--- src/rtl/core/wti_pkg.sv ---
package wti_pkg;

    localparam int TABLE_BITS  = 9;
    localparam int PHASE_BITS  = 32;
    localparam int FRAC_BITS   = PHASE_BITS - TABLE_BITS;
    localparam int SCALE_POINT = 28;

    localparam int SAMPLE_W  = 16;
    localparam int ADDR_W    = 10;
    localparam int FREQ_W    = 32;
    localparam int CFG_W     = 32;
    localparam int CFG_IDX_W = 2;
    localparam int MUL_W     = FREQ_W + CFG_W + 1;

    localparam int TABLE_LEN  = (1 << TABLE_BITS) + 1;
    localparam int EVEN_DEPTH = (1 << (TABLE_BITS - 1)) + 1;
    localparam int ODD_DEPTH  = 1 << (TABLE_BITS - 1);

    // (b - a) * frac: 17-bit signed difference times unsigned fraction
    localparam int PROD_W = SAMPLE_W + 1 + FRAC_BITS + 1;

    localparam logic [CFG_IDX_W-1:0] CFG_FREQ_SOURCE     = CFG_IDX_W'(0);
    localparam logic [CFG_IDX_W-1:0] CFG_PHASE_INCREMENT = CFG_IDX_W'(1);
    localparam logic [CFG_IDX_W-1:0] CFG_PHASE_SCALE     = CFG_IDX_W'(2);

    typedef enum logic [1:0] {
        ACT_TICK  = 2'd0,
        ACT_WRITE = 2'd1,
        ACT_CLEAR = 2'd2
    } t_action;

    typedef logic signed [SAMPLE_W-1:0] t_sample;

    typedef struct packed {
        logic              en;
        logic [ADDR_W-1:0] addr;
        t_sample           value;
    } t_tbl_wr;

    typedef struct packed {
        logic                  en;
        logic [TABLE_BITS-1:0] index;
    } t_tbl_rd;

endpackage

--- src/rtl/core/wti_interp.sv ---
module wti_interp (
    input  logic                          i_clk,
    input  logic                          i_rst_n,
    input  logic                          i_load,
    input  logic [wti_pkg::FRAC_BITS-1:0] i_frac,
    input  wti_pkg::t_sample              i_a,
    input  wti_pkg::t_sample              i_b,
    output logic                          o_ready,
    input  logic                          i_stall,
    output logic                          o_valid,
    output wti_pkg::t_sample              o_sample
);

    localparam logic signed [wti_pkg::PROD_W-1:0] ROUND =
        {{(wti_pkg::PROD_W - wti_pkg::FRAC_BITS){1'b0}}, 1'b1,
         {(wti_pkg::FRAC_BITS - 1){1'b0}}};

    logic                          r_v2;
    logic [wti_pkg::FRAC_BITS-1:0] r_frac2;
    logic                          r_v3;
    logic signed [wti_pkg::PROD_W-1:0] r_prod3;
    wti_pkg::t_sample              r_a3;
    logic                          r_v4;
    wti_pkg::t_sample              r_sample;

    logic                              w_rdy4;
    logic                              w_rdy3;
    logic                              w_adv3;
    logic                              w_adv2;
    logic signed [wti_pkg::SAMPLE_W:0] w_diff;
    logic signed [wti_pkg::PROD_W-1:0] w_prod;
    logic signed [wti_pkg::PROD_W-1:0] w_rnd;
    logic signed [wti_pkg::PROD_W-1:0] w_shift;
    logic signed [wti_pkg::SAMPLE_W:0] w_sum;

    assign w_rdy4  = !r_v4 || !i_stall;
    assign w_adv3  = r_v3 && w_rdy4;
    assign w_rdy3  = !r_v3 || w_rdy4;
    assign w_adv2  = r_v2 && w_rdy3;
    assign o_ready = !r_v2 || w_rdy3;

    assign w_diff = {i_b[wti_pkg::SAMPLE_W-1], i_b} - {i_a[wti_pkg::SAMPLE_W-1], i_a};
    assign w_prod = w_diff * $signed({1'b0, r_frac2});

    assign w_rnd   = r_prod3 + ROUND;
    assign w_shift = w_rnd >>> wti_pkg::FRAC_BITS;
    assign w_sum   = {r_a3[wti_pkg::SAMPLE_W-1], r_a3} + w_shift[wti_pkg::SAMPLE_W:0];

    always_ff @(posedge i_clk) begin
        if (!i_rst_n) begin
            r_v2 <= 1'b0;
            r_v3 <= 1'b0;
            r_v4 <= 1'b0;
        end else begin
            if (i_load) begin
                r_v2 <= 1'b1;
            end else if (w_adv2) begin
                r_v2 <= 1'b0;
            end
            if (w_adv2) begin
                r_v3 <= 1'b1;
            end else if (w_adv3) begin
                r_v3 <= 1'b0;
            end
            if (w_adv3) begin
                r_v4 <= 1'b1;
            end else if (w_rdy4) begin
                r_v4 <= 1'b0;
            end
        end
    end

    always_ff @(posedge i_clk) begin
        if (i_load) begin
            r_frac2 <= i_frac;
        end
        if (w_adv2) begin
            r_prod3 <= w_prod;
            r_a3    <= i_a;
        end
        if (w_adv3) begin
            r_sample <= w_sum[wti_pkg::SAMPLE_W-1:0];
        end
    end

    assign o_valid  = r_v4;
    assign o_sample = r_sample;

endmodule

--- config.mk ---
export PLATFORM = sky130hd
export DESIGN_NAME = wti_interp
export DESIGN_NICKNAME = d
export VERILOG_FILES = /design/src/rtl/core/wti_pkg.sv /design/src/rtl/core/wti_interp.sv
export SDC_FILE = /design/constraint.sdc
export NUM_CORES = 1
export LEC_CHECK = 0
export BUFFER_PORTS_ARGS = -buffer_cell sky130_fd_sc_hd__buf_2
export CAP_MARGIN = 0
export CORE_UTILIZATION = 62
export CTS_CLUSTER_DIAMETER = 30
export CTS_CLUSTER_SIZE = 14
export DETAILED_ROUTE_END_ITERATION = 7
export PLACE_DENSITY_LB_ADDON = 0.15
export SLEW_MARGIN = 10
export SYNTH_ARGS = -nofsm -noshare
export SYNTH_HDL_FRONTEND = slang
export SYNTH_SLANG_ARGS = --single-unit
--- constraint.sdc ---
create_clock -name i_clk -period 24.1 [get_ports i_clk]
set_clock_uncertainty 0.05 [all_clocks]
set_input_delay 4.82 -clock i_clk [delete_from_list [all_inputs] [get_ports i_clk]]
set_output_delay 4.82 -clock i_clk [all_outputs]
set_load 0.03 [all_outputs]
==> flow_summary.ini <==
[sta]
rsz0062_at_grt = no
min_period_over_period_pct = 54.94
tightest_slew_ns = 1.060
timing_hold_violations_final = 0
timing.fmax_ghz = 0.07553
setup_tns_ns = 0
finalSetupViolCount = 0
slew_headroom_pct = 29.25
min_period_ns = 13.24
slew_violations = 0

[clock_network]
post_cts_buffers = 0
postCtsHoldBufs = 0
post_cts_resize_count = 0
clock_path_buffers = 2
clkLatencyLatePin_ns = 0.34
cts.sinks = 75
cts_tree = built
htree_num_levels = 3
clk_pin_slew_ns = 0.07
numCtsBuffers = 9
root_buffer = clkbuf_16

[floorplan]
die_w_um = 162.5
core_area_um2 = 25250
initial_utilization_pct = 63.25
die_area_um2 = 26410
ios = 77
row_count = 58
die_height_um = 162.5

[finish]
final_common_cell = inv_1
layout_common_cells = inv_1 (412), fa_1 (315), nand2_1 (231), ha_1 (157), and2_1 (107)
area_growth_pct = 7.535
antenna_cells = 0
fin_util_pct = 68.02
final_layout_size_suffix_gt1_share_pct = 8.486
nNetsFinal = 2270

[global_routing]
grt_util_met2_pct = 51.52
globalRouteOverflowTotal = 0
grt_pass1_wl_um = 61730
use_met3_pct = 5.857
grt_max_degree = 34
grtUsageMet1_pct = 40.68
grt_use_total_pct = 30.64
antenna_found_initial = 0
grt_pass1_vias = 12190
grt-busiest-layer = met2

[worst_setup_path]
startpoint_type = input pin
max_stage_delay_ns = 0.82
cp_common_cell = fa_1
critPathSlowestCell = xnor2_1
required_ns = 24.14
end_kind = register
ff2ff_setup_slack_ns = 16.97
critPathArrivalTime_ns = 13.28
cp_max_fo = 13
worst-setup-path-type = input pin to register

[min_path]
min_path_type = register to register

[yosys]
synth_nets = 2215
avgSynthCellArea_um2 = 9.486
synth_ff_type = edfxtp_1
ys_seq_area_share_pct = 13.91
synth_edf_count = 72
synthCells = 1684
synth_warnings = 0
synth_seq_cells = 75
ys_async_sr_fraction_pct = 0
synthDistinctLibCells = 54
syn_area_um2 = 15970

[routing]
vias = 11470
drt_iter0_markers = 909
drc = 0
drt_first_pass_iters = 5
drtAntennaViolNets = 0
wl_per_cell_um = 18.31
vias_per_cell = 5.532
drt_wl_total_um = 37970

[placed_design]
dp_hpwl_um = 29410
place.gp.congestion = 0.9354
io_buffers = 76

[flow_run]
max_cap_viol_count = 0

[status]
status = completed
-- layer usage --
metal,share of wire [%],up-vias
met3,8.6,72
met2,48,483
met4,2.7,0
met5,0,-
li1,-,5148
met1,41,5771
-- final cells by class --
cell class	count	area (µm²)
timing repair buffer	101	568.0
clock buffer	10	239.0
fill	2027	8077
sequential	75	2222
tap	330	412.9
clock inverter	6	71.32
inverter	412	1546
multi-input combinational	1140	12120
-- registers in the layout, summed over array words and instances, names as in the netlist --
register	cells
r_frac2	23
r_prod3	17
o_sample	16
r_a3	16
o_valid	1
r_v2	1
r_v3	1
-- cell usage after synthesis, types with 2 or more instances --
cell         n  share of area (%)
clkbuf_1    57                1.3
nand4_1      3               0.12
xnor2_1     49                2.7
a221oi_1     2               0.11
a31oi_1      4               0.16
o31ai_1      2              0.094
and2_1     107                4.2
ha_1       157                 12
nand3_1     16               0.50
nor3_1       7               0.22
edfxtp_1    72                 14
and3_1       8               0.31
or3_1        6               0.24
dfxtp_1      3               0.38
xor2_1      15               0.82
inv_1      412                9.7
nor2b_1     48                1.9
nor2_1      45                1.1
o211a_1      2               0.13
a211o_1      3               0.16
o211ai_1     3               0.14
a2111oi_0    2               0.11
nand2b_1     4               0.16
a21oi_1     27               0.85
a21o_1       7               0.33
o21bai_1     8               0.38
nand2_1    231                5.4
or2_2        9               0.35
a2111o_1     2               0.14
and3_4       2               0.14
fa_1       315                 39
o21a_1       9               0.42
o21ai_0     18               0.56
and4_1       4               0.22
a211oi_1     6               0.28
-- per-stage QoR --
stage | cells | hold slack, ns | instance area (µm²) | setup slack [ns]
2_1_floorplan | 1684 | 0.4162 | 15970 | 11.82
3_3_place_gp | 2058 | 0.4300 | 16870 | 10.61
3_5_place_dp | 2058 | 0.4671 | 16870 | 10.53
4_1_cts | 2074 | 0.4822 | 17180 | 10.87
5_1_grt | 2074 | 0.5120 | 17180 | 10.47
6_report | 2074 | 0.4774 | 17180 | 10.86
-- worst paths after layout --
kind	from	end	cells after the start
setup / recovery	i_a[0]	r_prod3[36]	31
hold / removal	r_v3	o_valid	2
setup reg to reg	r_frac2[15]	r_prod3[36]	22
hold reg to reg	r_v3	o_valid	2
-- worst max-delay path: cells and delay by family --
family	cells	cell delay, ns
buf+inv	4	0.55
compound gates	9	1.91
fa+ha+maj	9	3.82
xor+xnor	2	0.94
simple gates	7	1.25
-- logic make-up (layout without fill, tap and decap cells) --
kind of cell    count (synthesis)  after routing  synth area share (%)
simple gates                  498            498                 15.29
fa+ha+maj                     472            472                 51.77
buf+inv                       469            529                 11.02
compound gates                106            106                 4.496
flops                          75             75                 13.91
xor+xnor                       64             64                 3.509
Power is left out: the tool's default activity adds up to more than one toggle a clock period on the data nets, which glitch-free logic cannot reach.
